===== src/sv/rsps_pkg.sv =====
`timescale 1ns / 1ps
package rsps_pkg;

  // Q4.16 operand format
  localparam int FRAC = 16;
  localparam int QW   = 20;

  localparam logic signed [31:0] SAT_HI = 32'sd524287;
  localparam logic signed [31:0] SAT_LO = -32'sd524288;
  localparam logic signed [31:0] ONE_S  = 32'sd65536;

  localparam logic [16:0] ONE    = 17'h10000;
  localparam logic [14:0] K03    = 15'((64'd3 << 16) / 64'd10);
  localparam logic [24:0] SCALE  = 25'((64'd255999 << 16) / 64'd1000);
  localparam logic [39:0] DZ_SQ  = 40'h01_0000_0000;

  // sky path widths
  localparam int LSQ_W  = 40;
  localparam int LEN_W  = 20;
  localparam int SQ_STG = 20;
  localparam int QUO_W  = 17;

  typedef enum logic [2:0] {
    REG_SPHERE_X,
    REG_SPHERE_Y,
    REG_SPHERE_Z,
    REG_SPHERE_RADIUS,
    REG_CORNER_X,
    REG_CORNER_Y,
    REG_STEP_X,
    REG_STEP_Y
  } reg_idx_t;

  typedef struct packed {
    logic signed [19:0] sphere_x;
    logic signed [19:0] sphere_y;
    logic signed [19:0] sphere_z;
    logic        [18:0] sphere_radius;
    logic signed [19:0] corner_x;
    logic signed [19:0] corner_y;
    logic signed [19:0] step_x;
    logic signed [19:0] step_y;
  } cfg_t;

  // classified ray handed from front to back
  typedef struct packed {
    logic               hit;
    logic signed [19:0] dy;
    logic [LSQ_W-1:0]   lsq;
  } ray_t;

  // per-pixel data riding along the sky pipeline
  typedef struct packed {
    logic        hit;
    logic        neg;
    logic [19:0] mag;
  } tag_t;

  // clamp to the Q4.16 range
  function automatic logic signed [19:0] sat_q(input logic signed [31:0] x);
    logic signed [31:0] r;
    begin
      if (x > SAT_HI) r = SAT_HI;
      else if (x < SAT_LO) r = SAT_LO;
      else r = x;
      return r[19:0];
    end
  endfunction

endpackage


===== src/sv/rsps_queue.sv =====
`timescale 1ns / 1ps
module rsps_queue (
  input  logic           clk,
  input  logic           rst,
  input  logic           push,
  input  rsps_pkg::ray_t din,
  output logic           valid,
  output rsps_pkg::ray_t dout,
  output logic           full
);

  rsps_pkg::ray_t mem [0:1];
  logic       wp, rp;
  logic [1:0] cnt;
  logic       pop;

  // the back end drains one entry every cycle
  assign valid = (cnt != 2'd0);
  assign pop   = valid;
  assign full  = (cnt == 2'd2);
  assign dout  = mem[rp];

  always_ff @(posedge clk) begin
    if (push) begin
      mem[wp] <= din;
    end
  end

  always_ff @(posedge clk) begin
    if (rst) begin
      wp  <= 1'b0;
      rp  <= 1'b0;
      cnt <= 2'd0;
    end else begin
      if (push) wp <= !wp;
      if (pop) rp <= !rp;
      cnt <= cnt + 2'(push) - 2'(pop);
    end
  end

endmodule


===== config.mk =====
export PLATFORM = sky130hd
export DESIGN_NAME = rsps_queue
export DESIGN_NICKNAME = d
export VERILOG_FILES = /design/src/sv/rsps_pkg.sv /design/src/sv/rsps_queue.sv
export SDC_FILE = /design/constraint.sdc
export NUM_CORES = 1
export LEC_CHECK = 0
export BUFFER_PORTS_ARGS = -buffer_cell sky130_fd_sc_hd__buf_2
export CELL_PAD_IN_SITES_DETAIL_PLACEMENT = 1
export CELL_PAD_IN_SITES_GLOBAL_PLACEMENT = 1
export CORE_MARGIN = 3
export CORE_UTILIZATION = 40
export CTS_BUF_LIST = sky130_fd_sc_hd__clkbuf_4 sky130_fd_sc_hd__clkbuf_8
export DETAILED_ROUTE_END_ITERATION = 8
export PLACE_DENSITY = 0.73
export SLEW_MARGIN = 10
export SYNTH_ARGS = -nofsm -noshare
export SYNTH_HDL_FRONTEND = slang
export SYNTH_SLANG_ARGS = --single-unit
export TNS_END_PERCENT = 10

===== constraint.sdc =====
create_clock -name clk -period 8 [get_ports clk]
set_clock_uncertainty 0.05 [all_clocks]
set_input_delay 0.4 -clock clk [delete_from_list [all_inputs] [get_ports clk]]
set_output_delay 0.4 -clock clk [all_outputs]
set_load 0.02 [all_outputs]

==> qor.csv <==
metric;value;unit
outcome;completed;
cp-start-kind;flip-flop;
p_sw;329;µW
num-fill-cells;1124;
routedWlPerCell;17.1;µm
critPathRequiredTime;7.55;ns
path_class;flip-flop to output pin;
setup_ws;5.43;ns
grt_usage;13.3;%
ir_drop;0.153;mV
via_per_inst;4.68;
layout_commonest_cell;buf_2;
fp.dieH;117;µm
fmax;0.389;GHz
drc;0;
std_cell_rows;39;
clkPwrFrac;32.7;%
grt_pass1_vias;2555;
power_density;240;nW/µm²
nets;415;
syn_nets;276;
clkLatencyLatePin;0.42;ns
clkSinkCount;127;
finalSetupViolations;0;
clock_path_buffers;2;
areaGrowthSynthToFinish;21.0;%
io_pins;127;
synthDistinctLibCells;17;
die-area;13700;µm²
core_region_area;11700;µm²
maxCapViolations;0;
layout_common_cells;buf_2, edfxtp_1, mux2_4, clkbuf_8, clkinv_1;
layout-drive-gt1-share;60.1;%
routabilityCongestion;0.649;
start_util;42.0;%
power_frac_seq;55.8;%
die_width;117;µm
synth_area;4910;µm²
cp_max_fo;61;
maxSlewViolCount;0;
drt-total-wl;8.64;mm
ant_nets;0;
cts_tree;yes;
critPathCaptureType;output pin;
slew_headroom;24.1;%
holdCritPathClass;primary input to flip-flop;
grt_first_pass_wirelength;12.8;mm
antenna_found_initial;2;
place_ws;5.73;ns
post-dp-hpwl;5.75;mm
ctsResizeCount;0;
cp.arrival;2.12;ns
cts_setup_buffers;0;
worst_slew_pin_slew;1.14;ns
p_int;1100;µW
dpl.cell_count;474;
p_leak;0.00236;µW
power_frac_comb;11.5;%
cts_buffers;17;
finalHoldViolCount;0;
drt-pass1-iter-count;4;
grt_overflow;0;
hold_buffers;0;
htreeDepth;4;
ys_ff_latch;127;
port_buffers;126;
cts-root-buf;clkbuf_8;
setup_tns;0;ns
seq_area_frac_synth;76.6;%
switching_share;23.1;%
diodes;0;
period_needed;2.57;ns
stdcell_area;5950;µm²
hold_slack;0.109;ns
yosysWarnings;0;
grt_max_degree;62;
avgSynthCellArea;23.3;µm²
post-route-period-util;32.1;%
clk_pin_slew;0.07;ns
place_area;5610;µm²
grt_setup_unrepaired;no;
num_vias;2369;
final_cells;506;
syn_inst;211;
drtIter0Drc;128;
-- path summary, 6_finish.rpt --
kind	startpoint	endpoint	slack (ns)	depth (start not counted)
worst min register to register	rp	flip-flop	0.51	2
worst max register to register	wp	mem[0][47]	5.99	2
worst max-delay path	flip-flop	dout[60]	5.43	2
worst min-delay path	din[14]	mem[0][14]	0.11	1
-- kinds of logic after synthesis --
logic type | count (synthesis) | share of synthesized area (%)
flops | 127 | 76.6
mux | 61 | 18.6
simple gates | 11 | 1.30
buf+inv | 7 | 2.67
compound gates | 3 | 0.458
xor+xnor | 1 | 0.178
fa+ha+maj | 1 | 0.255
-- power groups by stage --
stage / Clock [µW] / Combinational, µW / Sequential (µW)
6_report: 467 / 164 / 796
2_1_floorplan: 0 / 125 / 798
3_3_place_gp: 0 / 164 / 808
4_1_cts: 483 / 167 / 797
5_1_grt: 518 / 175 / 801
3_5_place_dp: 0 / 167 / 811
-- metrics by stage --
| step | util (%) | total power (µW) |
|---|---|---|
| 2_1_floorplan | - | 923 |
| 3_3_place_gp | 47.9 | 972 |
| 3_5_place_dp | 47.9 | 978 |
| 4_1_cts | 50.8 | 1450 |
| 5_1_grt | 50.8 | 1490 |
| 6_report | 50.8 | 1430 |
-- state kept, by name, summed over array words and instances, names as in the netlist, named ones only --
signal  cells
mem       122
cnt         2
rp          1
wp          1
-- cells in the mapped netlist --
cell type	n	area [µm²]
ha_1	1	12.5
dfxtp_1	5	100
mux2_4	60	901
mux2_2	1	11.3
nor2_1	1	3.75
buf_6	1	11.3
a21oi_1	1	5.00
xnor2_1	1	8.76
nor2b_1	4	25.0
and2_1	1	6.26
nand3b_1	1	7.51
nor3_1	3	15.0
a21bo_2	1	10.0
or2_2	1	6.26
o21a_1	1	7.51
edfxtp_1	122	3660
buf_12	6	120
-- worst max-delay path, cell delays in order, from the launching register on --
cell and delay, ns:
dfxtp_4 1.12, mux2_2 0.42, buf_2 0.16
-- layer usage --
layer  global-route usage [%]  routed length [µm]  vias to the layer above
met3                     6.58                 637                       13
met2                     22.6                4600                       84
met5                        0                  27                        -
li1                         -                   -                     1115
met1                     13.8                3290                     1153
met4                     5.73                  89                        4
-- cell type report --
class / instances / area, µm² / area share, %
multi-input combinational: 77 / 1030 / 17.3
tap: 143 / 179 / 3.01
clock buffer: 20 / 256 / 4.31
timing repair buffer: 127 / 638 / 10.7
sequential: 127 / 3770 / 63.3
clock inverter: 12 / 76.3 / 1.28
No activity file was read; power rests on OpenSTA's default activity.
