**src/sv/rsps_pkg.sv**
```systemverilog
`timescale 1ns / 1ps
package rsps_pkg;

  // Q4.16 operand format
  localparam int FRAC = 16;
  localparam int QW   = 20;

  localparam logic signed [31:0] SAT_HI = 32'sd524287;
  localparam logic signed [31:0] SAT_LO = -32'sd524288;
  localparam logic signed [31:0] ONE_S  = 32'sd65536;

  localparam logic [16:0] ONE    = 17'h10000;
  localparam logic [14:0] K03    = 15'((64'd3 << 16) / 64'd10);
  localparam logic [24:0] SCALE  = 25'((64'd255999 << 16) / 64'd1000);
  localparam logic [39:0] DZ_SQ  = 40'h01_0000_0000;

  // sky path widths
  localparam int LSQ_W  = 40;
  localparam int LEN_W  = 20;
  localparam int SQ_STG = 20;
  localparam int QUO_W  = 17;

  typedef enum logic [2:0] {
    REG_SPHERE_X,
    REG_SPHERE_Y,
    REG_SPHERE_Z,
    REG_SPHERE_RADIUS,
    REG_CORNER_X,
    REG_CORNER_Y,
    REG_STEP_X,
    REG_STEP_Y
  } reg_idx_t;

  typedef struct packed {
    logic signed [19:0] sphere_x;
    logic signed [19:0] sphere_y;
    logic signed [19:0] sphere_z;
    logic        [18:0] sphere_radius;
    logic signed [19:0] corner_x;
    logic signed [19:0] corner_y;
    logic signed [19:0] step_x;
    logic signed [19:0] step_y;
  } cfg_t;

  // classified ray handed from front to back
  typedef struct packed {
    logic               hit;
    logic signed [19:0] dy;
    logic [LSQ_W-1:0]   lsq;
  } ray_t;

  // per-pixel data riding along the sky pipeline
  typedef struct packed {
    logic        hit;
    logic        neg;
    logic [19:0] mag;
  } tag_t;

  // clamp to the Q4.16 range
  function automatic logic signed [19:0] sat_q(input logic signed [31:0] x);
    logic signed [31:0] r;
    begin
      if (x > SAT_HI) r = SAT_HI;
      else if (x < SAT_LO) r = SAT_LO;
      else r = x;
      return r[19:0];
    end
  endfunction

endpackage

```
**src/sv/rsps_isqrt.sv**
```systemverilog
`timescale 1ns / 1ps
module rsps_isqrt (
  input  logic                          clk,
  input  logic                          rst,
  input  logic                          in_valid,
  input  logic [rsps_pkg::LSQ_W-1:0]    in_val,
  input  rsps_pkg::tag_t                in_tag,
  output logic                          out_valid,
  output logic [rsps_pkg::LEN_W-1:0]    out_root,
  output rsps_pkg::tag_t                out_tag
);

  localparam int N = rsps_pkg::SQ_STG;

  logic [40:0]    sv [0:N];
  logic [40:0]    sr [0:N];
  logic           ok [0:N];
  rsps_pkg::tag_t st [0:N];

  assign sv[0] = 41'(in_val);
  assign sr[0] = 41'd0;
  assign ok[0] = in_valid;
  assign st[0] = in_tag;

  // one result bit per stage, bit weight falls by four each step
  for (genvar i = 0; i < N; i++) begin : g_stage
    localparam logic [40:0] BIT = 41'd1 << (38 - 2 * i);
    logic [40:0] trial;
    assign trial = sr[i] + BIT;

    always_ff @(posedge clk) begin
      if (sv[i] >= trial) begin
        sv[i+1] <= sv[i] - trial;
        sr[i+1] <= (sr[i] >> 1) + BIT;
      end else begin
        sv[i+1] <= sv[i];
        sr[i+1] <= sr[i] >> 1;
      end
      st[i+1] <= st[i];
    end

    always_ff @(posedge clk) begin
      if (rst) ok[i+1] <= 1'b0;
      else ok[i+1] <= ok[i];
    end
  end

  assign out_valid = ok[N];
  assign out_root  = sr[N][rsps_pkg::LEN_W-1:0];
  assign out_tag   = st[N];

endmodule

```
**src/sv/rsps_div.sv**
```systemverilog
`timescale 1ns / 1ps
module rsps_div (
  input  logic                          clk,
  input  logic                          rst,
  input  logic                          in_valid,
  input  logic [rsps_pkg::LEN_W-1:0]    den,
  input  rsps_pkg::tag_t                in_tag,
  output logic                          out_valid,
  output logic [rsps_pkg::QUO_W-1:0]    quo,
  output rsps_pkg::tag_t                out_tag
);

  localparam int N = rsps_pkg::QUO_W;

  logic [36:0]             rem [0:N];
  logic [N-1:0]            qq  [0:N];
  logic [19:0]             dd  [0:N];
  logic                    ok  [0:N];
  rsps_pkg::tag_t          st  [0:N];

  // dividend is |dy| scaled by one; a zero length counts as one
  assign rem[0] = 37'({in_tag.mag, 16'h0000});
  assign qq[0]  = '0;
  assign dd[0]  = (den == '0) ? 20'd1 : den;
  assign ok[0]  = in_valid;
  assign st[0]  = in_tag;

  // restoring division, one quotient bit per stage from the top
  for (genvar i = 0; i < N; i++) begin : g_stage
    localparam int SH = N - 1 - i;
    logic [36:0] trial;
    assign trial = 37'(dd[i]) << SH;

    always_ff @(posedge clk) begin
      if (rem[i] >= trial) begin
        rem[i+1] <= rem[i] - trial;
        qq[i+1]  <= qq[i] | (N'(1) << SH);
      end else begin
        rem[i+1] <= rem[i];
        qq[i+1]  <= qq[i];
      end
      dd[i+1] <= dd[i];
      st[i+1] <= st[i];
    end

    always_ff @(posedge clk) begin
      if (rst) ok[i+1] <= 1'b0;
      else ok[i+1] <= ok[i];
    end
  end

  assign out_valid = ok[N];
  assign quo       = qq[N];
  assign out_tag   = st[N];

endmodule

```
**src/sv/rsps_back.sv**
```systemverilog
`timescale 1ns / 1ps
module rsps_back (
  input  logic           clk,
  input  logic           rst,
  input  logic           in_valid,
  input  rsps_pkg::ray_t ray,
  output logic           done,
  output logic [7:0]     red,
  output logic [7:0]     green,
  output logic [7:0]     blue,
  output logic           hit
);

  rsps_pkg::tag_t tag_in, sq_tag, dv_tag;
  logic           sq_ok, dv_ok;
  logic [rsps_pkg::LEN_W-1:0] len;
  logic [rsps_pkg::QUO_W-1:0] q;

  logic        c1, c2, c3, c4;
  logic        h1, h2, h3, h4;
  logic [16:0] qc;
  logic [17:0] t1;
  logic [16:0] rv2, rv3, gv3;
  logic [31:0] tk2;
  logic [41:0] pr4, pg4;

  // sign and magnitude of dy
  always_comb begin
    tag_in.hit = ray.hit;
    tag_in.neg = ray.dy[19];
    tag_in.mag = ray.dy[19] ? 20'(-ray.dy) : 20'(ray.dy);
  end

  rsps_isqrt u_isqrt (
    .clk      (clk),
    .rst      (rst),
    .in_valid (in_valid),
    .in_val   (ray.lsq),
    .in_tag   (tag_in),
    .out_valid(sq_ok),
    .out_root (len),
    .out_tag  (sq_tag)
  );

  rsps_div u_div (
    .clk      (clk),
    .rst      (rst),
    .in_valid (sq_ok),
    .den      (len),
    .in_tag   (sq_tag),
    .out_valid(dv_ok),
    .quo      (q),
    .out_tag  (dv_tag)
  );

  assign qc = (q > rsps_pkg::ONE) ? rsps_pkg::ONE : q;

  // gradient: t, then red and green levels, then byte scaling
  always_ff @(posedge clk) begin
    t1  <= dv_tag.neg ? (18'(rsps_pkg::ONE) - 18'(qc)) >> 1
                      : (18'(rsps_pkg::ONE) + 18'(qc)) >> 1;
    h1  <= dv_tag.hit;
    rv2 <= rsps_pkg::ONE - 17'(t1 >> 1);
    tk2 <= 32'(t1) * 32'(rsps_pkg::K03);
    h2  <= h1;
    rv3 <= rv2;
    gv3 <= rsps_pkg::ONE - tk2[32-1:16];
    h3  <= h2;
    pr4 <= 42'(rv3) * 42'(rsps_pkg::SCALE);
    pg4 <= 42'(gv3) * 42'(rsps_pkg::SCALE);
    h4  <= h3;
  end

  // output register, hit pixels are pure red
  always_ff @(posedge clk) begin
    if (h4) begin
      red   <= 8'd255;
      green <= 8'd0;
      blue  <= 8'd0;
    end else begin
      red   <= (pr4[41:32] > 10'd255) ? 8'd255 : pr4[39:32];
      green <= (pg4[41:32] > 10'd255) ? 8'd255 : pg4[39:32];
      blue  <= 8'd255;
    end
    hit <= h4;
  end

  always_ff @(posedge clk) begin
    if (rst) begin
      c1   <= 1'b0;
      c2   <= 1'b0;
      c3   <= 1'b0;
      c4   <= 1'b0;
      done <= 1'b0;
    end else begin
      c1   <= dv_ok;
      c2   <= c1;
      c3   <= c2;
      c4   <= c3;
      done <= c4;
    end
  end

endmodule

```
**config.mk**
```make
export PLATFORM = sky130hd
export DESIGN_NAME = rsps_back
export DESIGN_NICKNAME = d
export VERILOG_FILES = /design/src/sv/rsps_pkg.sv /design/src/sv/rsps_isqrt.sv /design/src/sv/rsps_div.sv /design/src/sv/rsps_back.sv
export SDC_FILE = /design/constraint.sdc
export NUM_CORES = 2
export LEC_CHECK = 0
export ABC_CLOCK_PERIOD_IN_PS = 5800
export BUFFER_PORTS_ARGS = -buffer_cell sky130_fd_sc_hd__clkbuf_2
export CAP_MARGIN = 5
export CELL_PAD_IN_SITES_DETAIL_PLACEMENT = 0
export CELL_PAD_IN_SITES_GLOBAL_PLACEMENT = 1
export CORE_MARGIN = 2
export CORE_UTILIZATION = 46
export DETAILED_ROUTE_END_ITERATION = 6
export PLACE_DENSITY_LB_ADDON = 0.05
export RECOVER_POWER = 25
export SLEW_MARGIN = 20
export SYNTH_ARGS = -nofsm -noshare
export SYNTH_HDL_FRONTEND = slang
export SYNTH_SLANG_ARGS = --single-unit
```
**constraint.sdc**
```tcl
create_clock -name clk -period 5.8 [get_ports clk]
set_input_delay 0.58 -clock clk [delete_from_list [all_inputs] [get_ports clk]]
set_output_delay 0.58 -clock clk [all_outputs]
set_load 0.02 [all_outputs]
```
==> out/qor.csv <==
stage;metric;value;unit
logic_synthesis;synth_top_family_by_area;adder cells;
global_routing;grt_pass1_wl;375;mm
logic_synthesis;synth_fa_ha_area_frac;0.179;
place;dpl.cell_count;13600;
logic_synthesis;ys_types;91;
worst_setup_path;worst_path_most_repeated_cell;fa_1;
drt;wire_per_inst;16.3;um
worst_setup_path;slowest_delay;0.62;ns
global_routing;grt_max_degree;43;
clocking;htreeDepth;5;
drt;drt-total-wl;232;mm
cells_and_area;regArea;0.0512;mm^2
worst_setup_path;r2r_end;pg4[38];
logic_synthesis;synth-warning-count;0;
logic_synthesis;avgSynthCellArea;10.3;um^2
run_status;violations;setup timing;
floorplan;die_w;488;um
cells_and_area;area_delta_synth_final;15.2;%
worst_setup_path;critPathTopFamily;adder cells;
drt;dr.pass1.iters;7;
worst_setup_path;r2r_setup_slack;-0.10;ns
clocking;cts_buffers;290;
logic_synthesis;synth-edff-count;0;
drt;drt_iter0_drc;3967;
logic_synthesis;syn_inst;10400;
worst_setup_path;critPathSlowestCell;fa_2;
worst_setup_path;crit_required;6.57;ns
cells_and_area;multiInputGateArea;0.0515;mm^2
cells_and_area;final_cell_mix;2548 x dfxtp_1, 1255 x inv_1, 876 x ha_1, 573 x nand2_1, 569 x nor2_1;
min_path;hold-path-cell-count;2;
global_routing;grt_overflow_total;0;
worst_setup_path;r2r_start;gv3[4];
global_routing;track_usage;0.194;
logic_synthesis;synth-simple-area-share;0.112;
drt;via_per_inst;5.00;
worst_setup_path;critical_path_class;register to register;
global_routing;antenna_found_initial;8;
logic_synthesis;synth-seq-cells;2558;
place;hpwl;181;mm
timing;fmax;0.169;GHz
clocking;clkTransAtPathRegs;0.07;ns
clocking;clockBufferDepth;4;
min_path;min_path_type;primary input to register;
place;place_congestion;0.871;
floorplan;core;0.233;mm^2
cells_and_area;mostFrequentLayoutCell;dfxtp_1;
drt;vias;71000;
logic_synthesis;synth-async-reset-ratio;0;
worst_setup_path;startpoint_type;register;
floorplan;initial_core_util;0.462;
worst_setup_path;critical_path_peak_fanout;7;
cells_and_area;drive_gt1_frac;0.0974;
cells_and_area;final_nets;12300;
logic_synthesis;synthXorXnorAreaFrac;0.0653;
worst_setup_path;cp-end-kind;register;
clocking;insertion_delay;0.95;ns
timing;worst_slack;-0.104;ns
logic_synthesis;synthFlopType;dfxtp_1;
global_routing;grt_pass1_vias;71300;
timing;finalHoldViolCount;0;
min_path;min-delay-start;ray[20];
logic_synthesis;synth_compound_area_frac;0.103;
floorplan;die_h;488;um
timing;max_slew_margin;0.200;
cells_and_area;n_fill_cell;20700;
timing;finalClockSkew;0.103;ns
floorplan;io_pins;90;
run_status;status;finished with violations;
worst_setup_path;critical_path.n_buffers_inverters;6;
timing;setup_viol;8;
cells_and_area;stdcell_count;14200;
floorplan;die_area;0.238;mm^2
timing;rsz0062_at_grt;true;
clocking;cts_sinks;2558;
min_path;holdPathEnd;u_isqrt.sv[799];
clocking;clockRootBuffer;clkbuf_16;
logic_synthesis;yosysSeqAreaShare;0.476;
timing;finalCriticalPeriod;5.90;ns
logic_synthesis;syn_nets;11800;
place;port_buffers;89;
worst_setup_path;arrival;6.67;ns
flow_run;max-cap-violations;0;
drt;drcViolationCount;0;
worst_setup_path;crit_chain;fa_2 -> inv_4 -> fa_2 -> inv_6 -> fa_1 -> fa_1 -> fa_1 -> inv_1 -> fa_1 -> inv_2 -> ha_4 -> a21oi_1 -> o21ai_2 -> or3_1 -> a211oi_2 -> o41a_1 -> o31ai_4 -> buf_4 -> a21oi_2 -> inv_1 -> a21oi_2 -> xnor2_1;
logic_synthesis;yosys-mux-area-fraction;0.0118;
timing;drv_slew;0;
timing;worst_slew_pin_slew;1.19;ns
worst_setup_path;reg2reg_depth;22;
drt;ant_nets;0;
clocking;cts_tree;built;
logic_synthesis;syn_area;0.108;mm^2
floorplan;rows;177;
timing;period_share;1.02;
## registers in the layout, indices dropped and copies added (netlist names), 9 cells and up
name	flops
gv3	17
pg4	9
pr4	9
rv2	17
rv3	17
t1	17
tk2	16
u_div.dd	320
u_div.ok	16
u_div.qq	136
u_div.quo	17
u_div.rem	456
u_div.st	32
u_isqrt.ok	19
u_isqrt.out_root	20
u_isqrt.out_tag	22
u_isqrt.sr	190
u_isqrt.st	418
u_isqrt.sv	779
## synthesized netlist by cell type (20+ instances only)
| master | instances | area, um^2 |
|---|---|---|
| dfxtp_1 | 2558 | 51200 |
| inv_1 | 1304 | 4890 |
| ha_1 | 901 | 11300 |
| nand2_1 | 575 | 2160 |
| nor2_1 | 573 | 2150 |
| o21ai_0 | 498 | 2490 |
| a21oi_1 | 479 | 2400 |
| xnor2_1 | 432 | 3780 |
| fa_1 | 400 | 8010 |
| xor2_1 | 370 | 3240 |
| nor3_1 | 218 | 1090 |
| a21o_1 | 216 | 1620 |
| nor2b_1 | 152 | 951 |
| nor4_1 | 151 | 945 |
| clkbuf_1 | 134 | 503 |
| nand3_1 | 133 | 666 |
| nand2b_1 | 127 | 795 |
| o21a_1 | 117 | 878 |
| or3_1 | 100 | 626 |
| mux2_2 | 95 | 1070 |
| nand4_1 | 93 | 582 |
| o31ai_1 | 58 | 435 |
| or4_1 | 53 | 398 |
| a211oi_1 | 52 | 390 |
| and3_1 | 45 | 282 |
| o21bai_1 | 45 | 338 |
| a31oi_1 | 39 | 244 |
| and2_1 | 37 | 231 |
| o211ai_1 | 31 | 233 |
| nor4b_1 | 29 | 254 |
| nand3b_1 | 27 | 203 |
| or2_2 | 27 | 169 |
| a21boi_0 | 26 | 195 |
| mux2i_1 | 20 | 200 |
## cell type report
class | count | area share
diodes | 3 | 0.0000606
clock buffers | 386 | 0.0658
clock inverters | 104 | 0.0103
inverters | 1304 | 0.0397
multi-input cells | 6398 | 0.416
flip-flops and latches | 2558 | 0.413
well taps | 3043 | 0.0307
repair buffers | 397 | 0.0243
## worst max-delay path by stage
stage | from | endpoint | slack, ns | depth (start not counted)
global placement | rv3[3] | pr4[40] | -0.62 | 22
floorplan | gv3[3] | pg4[40] | -0.004 | 21
global route | gv3[4] | pg4[38] | -0.34 | 22
CTS | gv3[4] | pg4[38] | -0.16 | 22
detailed placement | rv3[3] | pr4[40] | -0.57 | 22
finish | gv3[4] | pg4[38] | -0.10 | 22
## through the flow
step	utilization	setup WS (ns)	hold WS [ns]	setup TNS [ns]	instance area [um^2]
2_1_floorplan	-	-0.00350	0.310	-0.00350	108000
3_3_place_gp	0.486	-0.620	0.309	-5.03	113000
3_5_place_dp	0.486	-0.570	0.312	-5.66	113000
4_1_cts	0.531	-0.157	0.179	-0.632	124000
5_1_grt	0.533	-0.338	0.208	-3.41	124000
6_report	0.533	-0.104	0.262	-0.465	124000
## repair_timing
action	CTS	global route
hold endpoints to repair	64	0
setup endpoints to repair	19	21
resized for setup	96	76
hold buffers	70	0
pin swaps	103	74
cloned	0	0
buffers inserted	12	8
## kinds of logic after synthesis
kind of cell / Yosys count
compound gates: 1773
xor+xnor: 802
simple gates: 2406
buf+inv: 1464
mux: 115
other cells: 1
fa+ha+maj: 1301
flops: 2558
## layer usage
layer,track usage,share of wire,wire (um),vias up
met4,0.0527,0.024,5550,2
li1,-,-,-,36000
met5,0,0.000056,13,-
met1,0.266,0.48,110000,33500
met2,0.319,0.46,106000,1149
met3,0.0299,0.041,9400,385
## worst register-to-register path: cells and delay by family, from the launching register on
family | cells | cell delay (ns)
adder cells (fa/ha/maj) | 7 | 3.43
AO/OA/AOI/OAI | 7 | 1.15
buffers and inverters | 6 | 0.46
flip-flops | 1 | 0.33
AND/OR/NAND/NOR | 1 | 0.33
XOR/XNOR | 1 | 0.11
Power is not shown: default switching activity piles up to over one toggle a cycle in this logic, so the estimate is an artifact.
